[src/rtl/hsvrgb_pkg.sv]
// ----------------------------------------------------------------------------
// HSV to RGB package
// Shared types and constants of the HSV to RGB colour converter pipeline.
// ----------------------------------------------------------------------------
package hsvrgb_pkg;

    localparam int NUM_STAGES = 6;

    // Reciprocal of 255 with a 24-bit shift: exact floor for numerators up to 65025
    localparam int          RECIP_255_SHIFT = 24;
    localparam logic [16:0] RECIP_255       = 17'd65794;

    // Reciprocal of 65025 with a 41-bit shift: exact floor for numerators up to 16581375
    localparam int          RECIP_65025_SHIFT = 41;
    localparam logic [25:0] RECIP_65025       = 26'd33818121;

    // Hue thresholds at which the sector advances (6 * hue crosses a multiple of 255)
    localparam logic [7:0] HUE_SECTOR_1 = 8'd43;
    localparam logic [7:0] HUE_SECTOR_2 = 8'd85;
    localparam logic [7:0] HUE_SECTOR_3 = 8'd128;
    localparam logic [7:0] HUE_SECTOR_4 = 8'd170;
    localparam logic [7:0] HUE_SECTOR_5 = 8'd213;
    localparam logic [7:0] HUE_TOP      = 8'd255;

    // Multiples of 510 removed from 6 * hue to form the position within a sector pair
    localparam logic [10:0] T_OFFSET_0 = 11'd0;
    localparam logic [10:0] T_OFFSET_1 = 11'd510;
    localparam logic [10:0] T_OFFSET_2 = 11'd1020;
    localparam logic [10:0] T_OFFSET_3 = 11'd1530;

    localparam logic [8:0] T_MIDPOINT = 9'd255;
    localparam logic [9:0] T_SPAN     = 10'd510;

    typedef enum logic [2:0] {
        SECTOR_0,
        SECTOR_1,
        SECTOR_2,
        SECTOR_3,
        SECTOR_4,
        SECTOR_5
    } sector_t;

    typedef struct packed {
        logic [NUM_STAGES-1:0] load;
        logic                  in_ready;
        logic                  out_valid;
    } hsvrgb_ctrl_t;

endpackage

[src/rtl/hsvrgb_ctrl.sv]
// ----------------------------------------------------------------------------
// HSV to RGB pipeline control
// Valid bits of each stage and per-stage load enables with a ready chain.
// ----------------------------------------------------------------------------
module hsvrgb_ctrl
    import hsvrgb_pkg::*;
(
    input  logic         clk,
    input  logic         rst_n,
    input  logic         in_valid,
    input  logic         out_ready,
    output hsvrgb_ctrl_t ctrl
);

    logic [NUM_STAGES-1:0] valid_reg;
    logic [NUM_STAGES-1:0] valid_next;
    logic [NUM_STAGES:0]   ready;
    logic [NUM_STAGES-1:0] prev_valid;

    always_comb
    begin
        ready[NUM_STAGES] = out_ready;
        for (int i = NUM_STAGES - 1; i >= 0; i--)
        begin
            ready[i] = !valid_reg[i] || ready[i+1];
        end
    end

    assign prev_valid = {valid_reg[NUM_STAGES-2:0], in_valid};
    assign valid_next = (prev_valid & ready[NUM_STAGES-1:0])
                      | (valid_reg & ~ready[NUM_STAGES-1:0]);

    always_ff @(posedge clk or negedge rst_n)
    begin
        if (!rst_n)
        begin
            valid_reg <= '0;
        end
        else
        begin
            valid_reg <= valid_next;
        end
    end

    assign ctrl.load      = ready[NUM_STAGES-1:0];
    assign ctrl.in_ready  = ready[0];
    assign ctrl.out_valid = valid_reg[NUM_STAGES-1];

endmodule

[src/rtl/hsv_to_rgb_converter_core.sv]
// Throughput: one pixel per cycle while out_ready does not stall the output; six
// register stages, the longest holding one 24x26 reciprocal multiply.
// Reset: asynchronous, active low; clears the stage valid bits only.
// ----------------------------------------------------------------------------
// HSV to RGB converter core
// 8-bit HSV plus alpha to 8-bit RGB plus alpha, exact integer arithmetic.
// ----------------------------------------------------------------------------
module hsv_to_rgb_converter_core
    import hsvrgb_pkg::*;
(
    input  logic       clk,
    input  logic       rst_n,
    input  logic       in_valid,
    output logic       in_ready,
    input  logic [7:0] hue,
    input  logic [7:0] saturation,
    input  logic [7:0] value,
    input  logic [7:0] alpha_in,
    output logic       out_valid,
    input  logic       out_ready,
    output logic [7:0] red,
    output logic [7:0] green,
    output logic [7:0] blue,
    output logic [7:0] alpha_out
);

    hsvrgb_ctrl_t ctrl;

    hsvrgb_ctrl u_ctrl (
        .clk       (clk),
        .rst_n     (rst_n),
        .in_valid  (in_valid),
        .out_ready (out_ready),
        .ctrl      (ctrl)
    );

    assign in_ready  = ctrl.in_ready;
    assign out_valid = ctrl.out_valid;

    // Stage 1: chroma, scaled value, sector and position
    logic [10:0] hue6;
    logic [10:0] t_offset;
    sector_t     sector_next;
    logic [10:0] t_full;

    logic [15:0] chroma_s1_reg;
    logic [15:0] v255_s1_reg;
    logic [8:0]  t_s1_reg;
    sector_t     sector_s1_reg;
    logic [7:0]  v_s1_reg;
    logic [7:0]  a_s1_reg;

    assign hue6 = {1'b0, hue, 2'b00} + {2'b00, hue, 1'b0};

    always_comb
    begin
        priority if (hue >= HUE_TOP)
        begin
            sector_next = SECTOR_5;
            t_offset    = T_OFFSET_3;
        end
        else if (hue >= HUE_SECTOR_5)
        begin
            sector_next = SECTOR_5;
            t_offset    = T_OFFSET_2;
        end
        else if (hue >= HUE_SECTOR_4)
        begin
            sector_next = SECTOR_4;
            t_offset    = T_OFFSET_2;
        end
        else if (hue >= HUE_SECTOR_3)
        begin
            sector_next = SECTOR_3;
            t_offset    = T_OFFSET_1;
        end
        else if (hue >= HUE_SECTOR_2)
        begin
            sector_next = SECTOR_2;
            t_offset    = T_OFFSET_1;
        end
        else if (hue >= HUE_SECTOR_1)
        begin
            sector_next = SECTOR_1;
            t_offset    = T_OFFSET_0;
        end
        else
        begin
            sector_next = SECTOR_0;
            t_offset    = T_OFFSET_0;
        end
    end

    assign t_full = hue6 - t_offset;

    always_ff @(posedge clk)
    begin
        if (ctrl.load[0])
        begin
            chroma_s1_reg <= {8'd0, saturation} * {8'd0, value};
            v255_s1_reg   <= {value, 8'd0} - {8'd0, value};
            t_s1_reg      <= t_full[8:0];
            sector_s1_reg <= sector_next;
            v_s1_reg      <= value;
            a_s1_reg      <= alpha_in;
        end
    end

    // Stage 2: achromatic part and distance weight
    logic [9:0]  t_mirror;
    logic [7:0]  weight_next;

    logic [15:0] chroma_s2_reg;
    logic [15:0] w_s2_reg;
    logic [7:0]  weight_s2_reg;
    sector_t     sector_s2_reg;
    logic [7:0]  v_s2_reg;
    logic [7:0]  a_s2_reg;

    assign t_mirror    = T_SPAN - {1'b0, t_s1_reg};
    assign weight_next = (t_s1_reg >= T_MIDPOINT) ? t_mirror[7:0] : t_s1_reg[7:0];

    always_ff @(posedge clk)
    begin
        if (ctrl.load[1])
        begin
            chroma_s2_reg <= chroma_s1_reg;
            w_s2_reg      <= v255_s1_reg - chroma_s1_reg;
            weight_s2_reg <= weight_next;
            sector_s2_reg <= sector_s1_reg;
            v_s2_reg      <= v_s1_reg;
            a_s2_reg      <= a_s1_reg;
        end
    end

    // Stage 3: products
    logic [23:0] p_s3_reg;
    logic [23:0] w255_s3_reg;
    logic [32:0] lo_prod_s3_reg;
    sector_t     sector_s3_reg;
    logic [7:0]  v_s3_reg;
    logic [7:0]  a_s3_reg;

    always_ff @(posedge clk)
    begin
        if (ctrl.load[2])
        begin
            p_s3_reg       <= {8'd0, chroma_s2_reg} * {16'd0, weight_s2_reg};
            w255_s3_reg    <= {w_s2_reg, 8'd0} - {8'd0, w_s2_reg};
            lo_prod_s3_reg <= {17'd0, w_s2_reg} * {16'd0, RECIP_255};
            sector_s3_reg  <= sector_s2_reg;
            v_s3_reg       <= v_s2_reg;
            a_s3_reg       <= a_s2_reg;
        end
    end

    // Stage 4: middle numerator and minimum channel
    logic [24:0] n_sum;

    logic [23:0] n_s4_reg;
    logic [7:0]  lo_s4_reg;
    sector_t     sector_s4_reg;
    logic [7:0]  v_s4_reg;
    logic [7:0]  a_s4_reg;

    assign n_sum = {1'b0, p_s3_reg} + {1'b0, w255_s3_reg};

    always_ff @(posedge clk)
    begin
        if (ctrl.load[3])
        begin
            n_s4_reg      <= n_sum[23:0];
            lo_s4_reg     <= lo_prod_s3_reg[RECIP_255_SHIFT+7:RECIP_255_SHIFT];
            sector_s4_reg <= sector_s3_reg;
            v_s4_reg      <= v_s3_reg;
            a_s4_reg      <= a_s3_reg;
        end
    end

    // Stage 5: middle channel
    logic [49:0] mid_prod;

    logic [7:0]  mid_s5_reg;
    logic [7:0]  lo_s5_reg;
    sector_t     sector_s5_reg;
    logic [7:0]  v_s5_reg;
    logic [7:0]  a_s5_reg;

    assign mid_prod = {26'd0, n_s4_reg} * {24'd0, RECIP_65025};

    always_ff @(posedge clk)
    begin
        if (ctrl.load[4])
        begin
            mid_s5_reg    <= mid_prod[RECIP_65025_SHIFT+7:RECIP_65025_SHIFT];
            lo_s5_reg     <= lo_s4_reg;
            sector_s5_reg <= sector_s4_reg;
            v_s5_reg      <= v_s4_reg;
            a_s5_reg      <= a_s4_reg;
        end
    end

    // Stage 6: channel routing into the output register
    logic [7:0] red_next;
    logic [7:0] green_next;
    logic [7:0] blue_next;

    logic [7:0] red_reg;
    logic [7:0] green_reg;
    logic [7:0] blue_reg;
    logic [7:0] alpha_reg;

    always_comb
    begin
        unique case (sector_s5_reg)
            SECTOR_0:
            begin
                red_next   = v_s5_reg;
                green_next = mid_s5_reg;
                blue_next  = lo_s5_reg;
            end
            SECTOR_1:
            begin
                red_next   = mid_s5_reg;
                green_next = v_s5_reg;
                blue_next  = lo_s5_reg;
            end
            SECTOR_2:
            begin
                red_next   = lo_s5_reg;
                green_next = v_s5_reg;
                blue_next  = mid_s5_reg;
            end
            SECTOR_3:
            begin
                red_next   = lo_s5_reg;
                green_next = mid_s5_reg;
                blue_next  = v_s5_reg;
            end
            SECTOR_4:
            begin
                red_next   = mid_s5_reg;
                green_next = lo_s5_reg;
                blue_next  = v_s5_reg;
            end
            default:
            begin
                red_next   = v_s5_reg;
                green_next = lo_s5_reg;
                blue_next  = mid_s5_reg;
            end
        endcase
    end

    always_ff @(posedge clk)
    begin
        if (ctrl.load[5])
        begin
            red_reg   <= red_next;
            green_reg <= green_next;
            blue_reg  <= blue_next;
            alpha_reg <= a_s5_reg;
        end
    end

    assign red       = red_reg;
    assign green     = green_reg;
    assign blue      = blue_reg;
    assign alpha_out = alpha_reg;

endmodule

[config.mk]
export PLATFORM = sky130hd
export DESIGN_NAME = hsv_to_rgb_converter_core
export DESIGN_NICKNAME = d
export VERILOG_FILES = /design/src/rtl/hsvrgb_pkg.sv /design/src/rtl/hsvrgb_ctrl.sv /design/src/rtl/hsv_to_rgb_converter_core.sv
export SDC_FILE = /design/constraint.sdc
export NUM_CORES = 1
export LEC_CHECK = 0
export BUFFER_PORTS_ARGS = -buffer_cell sky130_fd_sc_hd__buf_2
export CAP_MARGIN = 25
export CORE_UTILIZATION = 34
export CTS_CLUSTER_SIZE = 24
export DETAILED_ROUTE_END_ITERATION = 7
export SLEW_MARGIN = 10
export SYNTH_ARGS = -nofsm -noshare
export SYNTH_HDL_FRONTEND = slang
export SYNTH_SLANG_ARGS = --single-unit
[constraint.sdc]
create_clock -name clk -period 16 [get_ports clk]
set_input_delay 3.2 -clock clk [delete_from_list [all_inputs] [get_ports clk]]
set_output_delay 3.2 -clock clk [all_outputs]
set_load 0.05 [all_outputs]
### Word-level counts from Yosys, hierarchy flattened

Cells that the tools add are included.

| storage, ports and cells | value |
|---|---|
| register bits after elaboration | 341 |
| input port bits | 36 |
| output and inout bits | 34 |
| logic and storage cells | 94 |

| operators by class | value |
|---|---|
| add/subtract/negate cells | 7 |
| multiply operators | 4 |
| $lt $le $gt $ge | 7 |
| eq/ne operators | 4 |
| multiplexer cells | 13 |
| bitwise gates (word level) | 4 |
| reductions and logical operators | 21 |

Operators with widths:

| kind | count |
|---|---|
| $mul 24x26->49 const B | 1 |
| $pmux 8 s2 | 3 |
| $mux 9 | 5 |
| $ge 8x8->1 const B | 4 |
| $mul 16x16->31 const B | 1 |
| $add 24x24->24 | 1 |
| $mul 16x8->24 | 1 |
| $sub 24x16->24 | 1 |
| $mul 8x8->16 | 1 |
| $sub 16x16->16 | 1 |
| $sub 16x8->16 | 1 |
| $reduce_or 2->1 | 7 |
| $and 6x6->6 | 2 |
| $add 9x9->9 | 1 |
| $ge 9x8->1 const B | 1 |
| $sub 9x9->9 | 1 |
| $ge 8x6->1 const B | 1 |
| $ge 8x7->1 const B | 1 |
| $mux 8 | 1 |
| $sub 8x8->8 const A | 1 |
| $eq 3x2->1 const B | 2 |
| $logic_not 1->1 | 6 |
| $logic_or 1x1->1 | 6 |
| $not 6->6 | 1 |
| other kinds (7) | 9 |

### Longest topological paths before layout

Gate-level depths: netlist of the first run.

| logic depth | value |
|---|---|
| word-level depth | 10 |
| gate-level depth with buffers | 22 |
| mapped depth without buffers | 22 |

### Cells and area by module

A second synthesis of the first run with hierarchy kept.

| second synthesis, totals | value |
|---|---|
| cell total of the unflattened synthesis | 2,204 |
| area, all modules | 25,211.7 um^2 |

Modules (own cells, without submodules):

| module | instances | cells an instance | area an instance (um^2) | sequential area each (um^2) |
|---|---|---|---|---|
| hsv_to_rgb_converter_core | 1 | 2,181 | 24,947.7 | 9,248.9 |
| hsvrgb_ctrl | 1 | 23 | 264.0 | 150.1 |

### Worst setup path after synthesis of the first run

Ideal clock, no wire load.

| timing path | value |
|---|---|
| path type | input-to-output |
| from | input port out_ready |
| to | output port in_ready |
| data arrival time | 6.918 ns |
| data required time | 12.800 ns |
| setup slack | 5.882 ns |
| cell stages on the path | 4 |
| buffers on the path | 0 |
| cell sequence | nor2b_1 > nand3_1 > nor2_1 > nand3_1 |

RTL lines:

| element | line | text |
|---|---|---|
| from (decl) | hsv_to_rgb_converter_core.sv:20 | `input logic out_ready,` |
| to (decl) | hsv_to_rgb_converter_core.sv:14 | `output logic in_ready,` |

==> impl_metrics.json, run 1 <==
{
  "status": "completed",
  "synth-edff-count": 308,
  "ctsRootBufferMaster": "clkbuf_16",
  "synthArstFlopShare_pct": 1.91,
  "clockBufferDepth": 3,
  "syn_nets": 2844,
  "cp.arrival_ns": 5.27,
  "die_h_um": 274,
  "nNetsFinal": 2926,
  "first_global_vias": 16400,
  "cts_tree": "done",
  "dp_hpwl_um": 40600,
  "antenna_found_initial": 1,
  "fp-row-count": 99,
  "cts.repair_timing.setup_buffer_count": 0,
  "hold_class": "reg2reg",
  "maxSlewViolCount": 0,
  "numCtsBuffers": 34,
  "drive_above_1_share_pct": 6.28,
  "maxSlewHeadroom_pct": 42.7,
  "synth_fa_ha_area_share_pct": 34.5,
  "cts.sinks": 314,
  "drv_cap": 0,
  "fmax_mhz": 118,
  "finalCritPeriodShare_pct": 53.0,
  "post-place-cells": 3222,
  "antenna_left": 0,
  "core-area_um2": 73200,
  "via_count": 16000,
  "setup_viol": 0,
  "h-tree-depth": 2,
  "clk_latency_ns": 0.51,
  "crit_type": "in2out",
  "cts_hold_buf": 0,
  "yosys.area.top_type": "edfxtp_1",
  "fin_cells": 3283,
  "cp.required_ns": 12.80,
  "track_usage_pct": 13.7,
  "grt-ovfl-total": 0,
  "grt_max_degree": 70,
  "syn_inst": 2218,
  "crit_fanout": 60,
  "avgSynthCellArea_um2": 11.4,
  "dr.pass1.iters": 5,
  "die_area_um2": 75200,
  "grt_setup_unrepaired": "no",
  "hold_viol_final": 0,
  "synth_simple_gate_area_share_pct": 10.3,
  "yosysWarnings": 0,
  "synth_xor_xnor_area_share_pct": 4.13,
  "initial_utilization_pct": 34.4,
  "tightest_slew_ns": 0.859,
  "yosysUniqueCellTypes": 63,
  "synth_top_family_by_area": "adder cells",
  "finClkSkew_ns": 0.0189,
  "drtIter0Drc": 881,
  "synthTopCellsByCount": "ha_1, inv_1, edfxtp_1, fa_1, and2_1",
  "ys_seq_area_share_pct": 37.3,
  "fillers": 6999,
  "ys.flop_type": "edfxtp_1",
  "synth.most_common_cell": "ha_1",
  "startpoint_type": "input port",
  "cts-resized-gates": 0,
  "end_kind": "output port",
  "wl_per_cell_um": 15.6,
  "routabilityCongestion": 0.845,
  "synth-compound-area-share_pct": 8.08,
  "synth_seq_cells": 314,
  "antennaDiodeCount": 0,
  "muxShareOfSynthArea_pct": 0.318,
  "grt_pass1_wl_um": 82900,
  "drt-total-wl_um": 51300,
  "synth.area.top_cells": "edfxtp_1, ha_1, fa_1",
  "io_buffers": 69,
  "drc_errors": 0,
  "setup_tns_ns": 0,
  "io_pins": 70,
  "clk_pin_slew_ns": 0.06,
  "syn2layout_area_growth_pct": 10.4,
  "die_w_um": 274,
  "syn-cell-area_um2": 25200,
  "fin_crit_ns": 8.47,
  "avgViaCountPerCell": 4.86,
  "yosysTopAreaCellShare_pct": 36.7
}
## critical path: stages
cell,delay (ns)
buf_2,0.08
nor2b_1,0.07
nand3_2,0.08
buf_4,0.51
nor2_1,0.21
nand3_2,0.12
buf_4,0.60
buf_2,0.39
## cells in the final DEF, fill, tap and decap left out, types with 10 or more instances in the layout
master / n
o21a_1: 15
clkbuf_16: 35
or3_1: 10
nand2_1: 112
o21ai_0: 58
a211oi_1: 10
xor2_1: 30
nand4_1: 14
nand2b_1: 20
fa_1: 174
buf_2: 69
xnor2_1: 89
inv_1: 328
a21oi_1: 95
nand3_1: 33
o21bai_1: 16
nor2_1: 108
and3_1: 10
and2_1: 128
edfxtp_1: 308
a31oi_1: 15
nor3_1: 33
nor2b_1: 22
a21o_1: 25
ha_1: 416
## kinds of logic after synthesis
logic type | after synthesis
DFF | 314
buffers and inverters | 362
muxes | 8
and+or+nand+nor | 512
adders and majority gates | 590
xor gates and xnor gates | 119
AOI/OAI and AO/OA | 313
## through the flow
step / hold WS [ns] / utilization (%) / setup WS [ns] / instance area (um2)
2_1_floorplan: 0.400 / - / 5.88 / 25200
3_3_place_gp: 0.400 / 36.5 / 7.49 / 26700
3_5_place_dp: 0.405 / 36.5 / 7.45 / 26700
4_1_cts: 0.416 / 38.0 / 7.45 / 27800
5_1_grt: 0.421 / 38.0 / 7.29 / 27800
6_report: 0.408 / 38.0 / 7.53 / 27800
## routing by layer
layer  vias up  part of all wire [%]  GRT usage (%)
met3        98                   3.2           1.59
met5         -                 0.021              0
met2       287                    48           23.5
met1      7757                    46           18.0
met4         2                   2.7           4.15
li1       7826                     -              -
## path summary, 6_finish.rpt
kind | start | endpoint | slack, ns | cells past startpoint
max | out_ready | in_ready | 7.53 | 8
min | a_s4_reg[2] | a_s5_reg[2] | 0.41 | 0
max reg2reg | n_s4_reg[13] | mid_s5_reg[6] | 10.24 | 18
min reg2reg | a_s4_reg[2] | a_s5_reg[2] | 0.41 | 0
max in group asynchronous | rst_n | asynchronous set/reset pin | 13.34 | 1
min in group asynchronous | rst_n | asynchronous set/reset pin | 2.50 | 1
## final cells by class
class | count | area [um2] | area share [%]
Clock inverter | 18 | 179 | 0.643
Inverter | 329 | 1230 | 4.44
Timing Repair Buffer | 79 | 440 | 1.58
Multi-Input combinational cell | 1542 | 14500 | 51.9
Clock buffer | 42 | 922 | 3.31
Tap cell | 959 | 1200 | 4.31
Sequential cell | 314 | 9400 | 33.8
Power of run 1 is not shown: default switching activity piles up to over one toggle a cycle in this logic, so the estimate is an artifact.
==> inputs of run 2 (changes only) <==
--- a/config.mk
+++ b/config.mk
@@ -5,6 +5,7 @@
 export SDC_FILE = /design/constraint.sdc
 export NUM_CORES = 1
 export LEC_CHECK = 0
+export ABC_AREA = 1
 export BUFFER_PORTS_ARGS = -buffer_cell sky130_fd_sc_hd__buf_2
 export CAP_MARGIN = 25
 export CORE_UTILIZATION = 34
==> constraint.sdc (replaced) <==
create_clock -name clk -period 8.6 [get_ports clk]
set_input_delay 1.72 -clock clk [delete_from_list [all_inputs] [get_ports clk]]
set_output_delay 1.72 -clock clk [all_outputs]
set_load 0.05 [all_outputs]
==> run 2 against run 1 <==
Net effect: worst hold slack better by 0.0026 ns; clock-buffer cell count is 6 higher; first-iteration DRC count is 16% higher; flip-flop and latch count stayed put; critical endpoint unchanged; via count is 26% higher; largest cell class unchanged; non-clock buffer count is 5 lower; die area is 11% higher; final cell count is 33% higher; global-route usage is 1.2 points higher; area after synthesis is 11% higher; wire length is 20% higher.
==> impl_metrics.json, run 2 <==
{
  "status": "completed",
  "yosys.area.top_type": "edfxtp_1",
  "synth.most_common_cell": "nand2_1",
  "track_usage_pct": 14.9,
  "antenna_found_initial": 0,
  "numCtsBuffers": 36,
  "syn2layout_area_growth_pct": 10.1,
  "io_buffers": 69,
  "io_pins": 70,
  "end_kind": "output port",
  "regToRegStartpoint": "n_s4_reg[16]",
  "cp.required_ns": 6.88,
  "finalCritPeriodShare_pct": 60.2,
  "clk_latency_ns": 0.54,
  "synth-edff-count": 308,
  "synth.area.top_cells": "edfxtp_1, ha_1, fa_1",
  "tightest_slew_ns": 0.728,
  "clockBufferDepth": 3,
  "min_from": "lo_prod_s3_reg[28]",
  "dr.pass1.iters": 5,
  "hold_viol_final": 0,
  "via_count": 20200,
  "drc_errors": 0,
  "ys_seq_area_share_pct": 33.5,
  "finClkSkew_ns": 0.0185,
  "h-tree-depth": 2,
  "ctsRootBufferMaster": "clkbuf_16",
  "final_util_pct": 37.7,
  "die_w_um": 289,
  "nNetsFinal": 3886,
  "avgViaCountPerCell": 4.63,
  "cts.sinks": 314,
  "cts-resized-gates": 0,
  "layout_commonest_cell": "nand2_1",
  "cts.repair_timing.setup_buffer_count": 0,
  "yosysUniqueCellTypes": 49,
  "antenna_left": 0,
  "cts_hold_buf": 0,
  "maxSlewViolCount": 0,
  "grt_pass1_wl_um": 99300,
  "syn_nets": 3806,
  "wl_per_cell_um": 14.2,
  "die_h_um": 289,
  "syn-cell-area_um2": 28100,
  "ys.flop_type": "edfxtp_1",
  "multiInputGateArea_um2": 15900,
  "drt-total-wl_um": 61700,
  "setup_tns_ns": 0,
  "hold_class": "reg2reg",
  "maxSlewHeadroom_pct": 51.4,
  "fmax_mhz": 193,
  "drtIter0Drc": 1025,
  "min_to": "lo_s4_reg[4]",
  "first_global_vias": 19900,
  "hold_depth": 0,
  "cts_tree": "done",
  "grt_max_degree": 77,
  "initial_utilization_pct": 34.3,
  "synthTopCellsByCount": "nand2_1, inv_1, ha_1, edfxtp_1, nor2_1",
  "dp_hpwl_um": 50400,
  "yosysTopAreaCellShare_pct": 32.9,
  "drive_above_1_share_pct": 5.54,
  "rrSetupSlack_ns": 3.52,
  "crit_type": "in2out",
  "antennaDiodeCount": 0,
  "die_area_um2": 83800,
  "grt_setup_unrepaired": "no",
  "setup_viol": 0,
  "fp-row-count": 105,
  "routabilityCongestion": 0.922,
  "yosysWarnings": 0,
  "mostFrequentLayoutCells": "nand2_1, inv_1, ha_1",
  "drv_cap": 0,
  "rr_worst_depth": 21,
  "fin_crit_ns": 5.18,
  "avgSynthCellArea_um2": 8.84,
  "startpoint_type": "input port",
  "synthArstFlopShare_pct": 1.91,
  "r2r_end": "mid_s5_reg[5]",
  "fillers": 8314,
  "crit_fanout": 34,
  "regArea_um2": 9400,
  "synth_seq_cells": 314,
  "grt-ovfl-total": 0,
  "syn_inst": 3180,
  "core-area_um2": 82000,
  "clk_pin_slew_ns": 0.06,
  "cp.arrival_ns": 3.46
}
run 2: changes by cell type after synthesis, sizes merged, moves of 67 or more:
cell and change:
xnor2 -72, inv +374, and2 -122, nand2 +693, nand3 +67, nor2 +102
run 2: kinds of logic (layout without fill, tap and decap cells):
family	after synthesis	after routing	synth area share, %
and+or+nand+nor	1208	1208	17.9
buffers and inverters	735	842	9.87
AOI/OAI and AO/OA	243	243	5.06
xor gates and xnor gates	90	90	2.81
adders and majority gates	590	590	30.9
DFF	314	314	33.5
run 2: how the worst max path moves through the flow:
stage,from,to,slack (ns),depth (start not counted)
2_1_floorplan,out_ready,in_ready,0.36,8
3_3_place_gp,out_ready,in_ready,2.81,10
3_5_place_dp,out_ready,in_ready,2.75,10
4_1_cts,out_ready,in_ready,2.77,10
5_1_grt,n_s4_reg[16],mid_s5_reg[5],3.22,21
6_report,out_ready,in_ready,3.42,10
run 2: metrics by stage:
stage	hold WS, ns	setup slack, ns	cell area [um2]	std cells
floorplan	0.400	0.365	28100	3180
global placement	0.400	2.81	29700	4290
detailed placement	0.405	2.75	29700	4290
CTS	0.410	2.77	30900	4355
global route	0.415	3.22	30900	4357
finish	0.411	3.42	30900	4357
run 2: metal layers:
layer | up-vias | routed length, um | GRT usage, %
met2 | 307 | 30400 | 26.5
met3 | 89 | 1870 | 1.84
met5 | - | 0 | 0
met4 | 0 | 1720 | 4.45
met1 | 9469 | 27700 | 18.7
li1 | 10300 | - | -
run 2: area by class of cell:
cell class,instances,share of cell area (%)
multi-input combinational,2131,51.5
inverter,703,8.53
timing repair buffer,74,1.34
tap,1070,4.33
clock inverter,17,0.599
clock buffer,48,3.29
sequential,314,30.4
run 2: critical path, stage by stage:
cell	delay, ns
buf_2	0.09
nor2_1	0.11
inv_2	0.28
nor2_1	0.17
inv_1	0.07
nor2_2	0.18
nand2_4	0.19
nor2_1	0.26
nand2_2	0.14
buf_2	0.24
Power of run 2 is left out for the same reason.
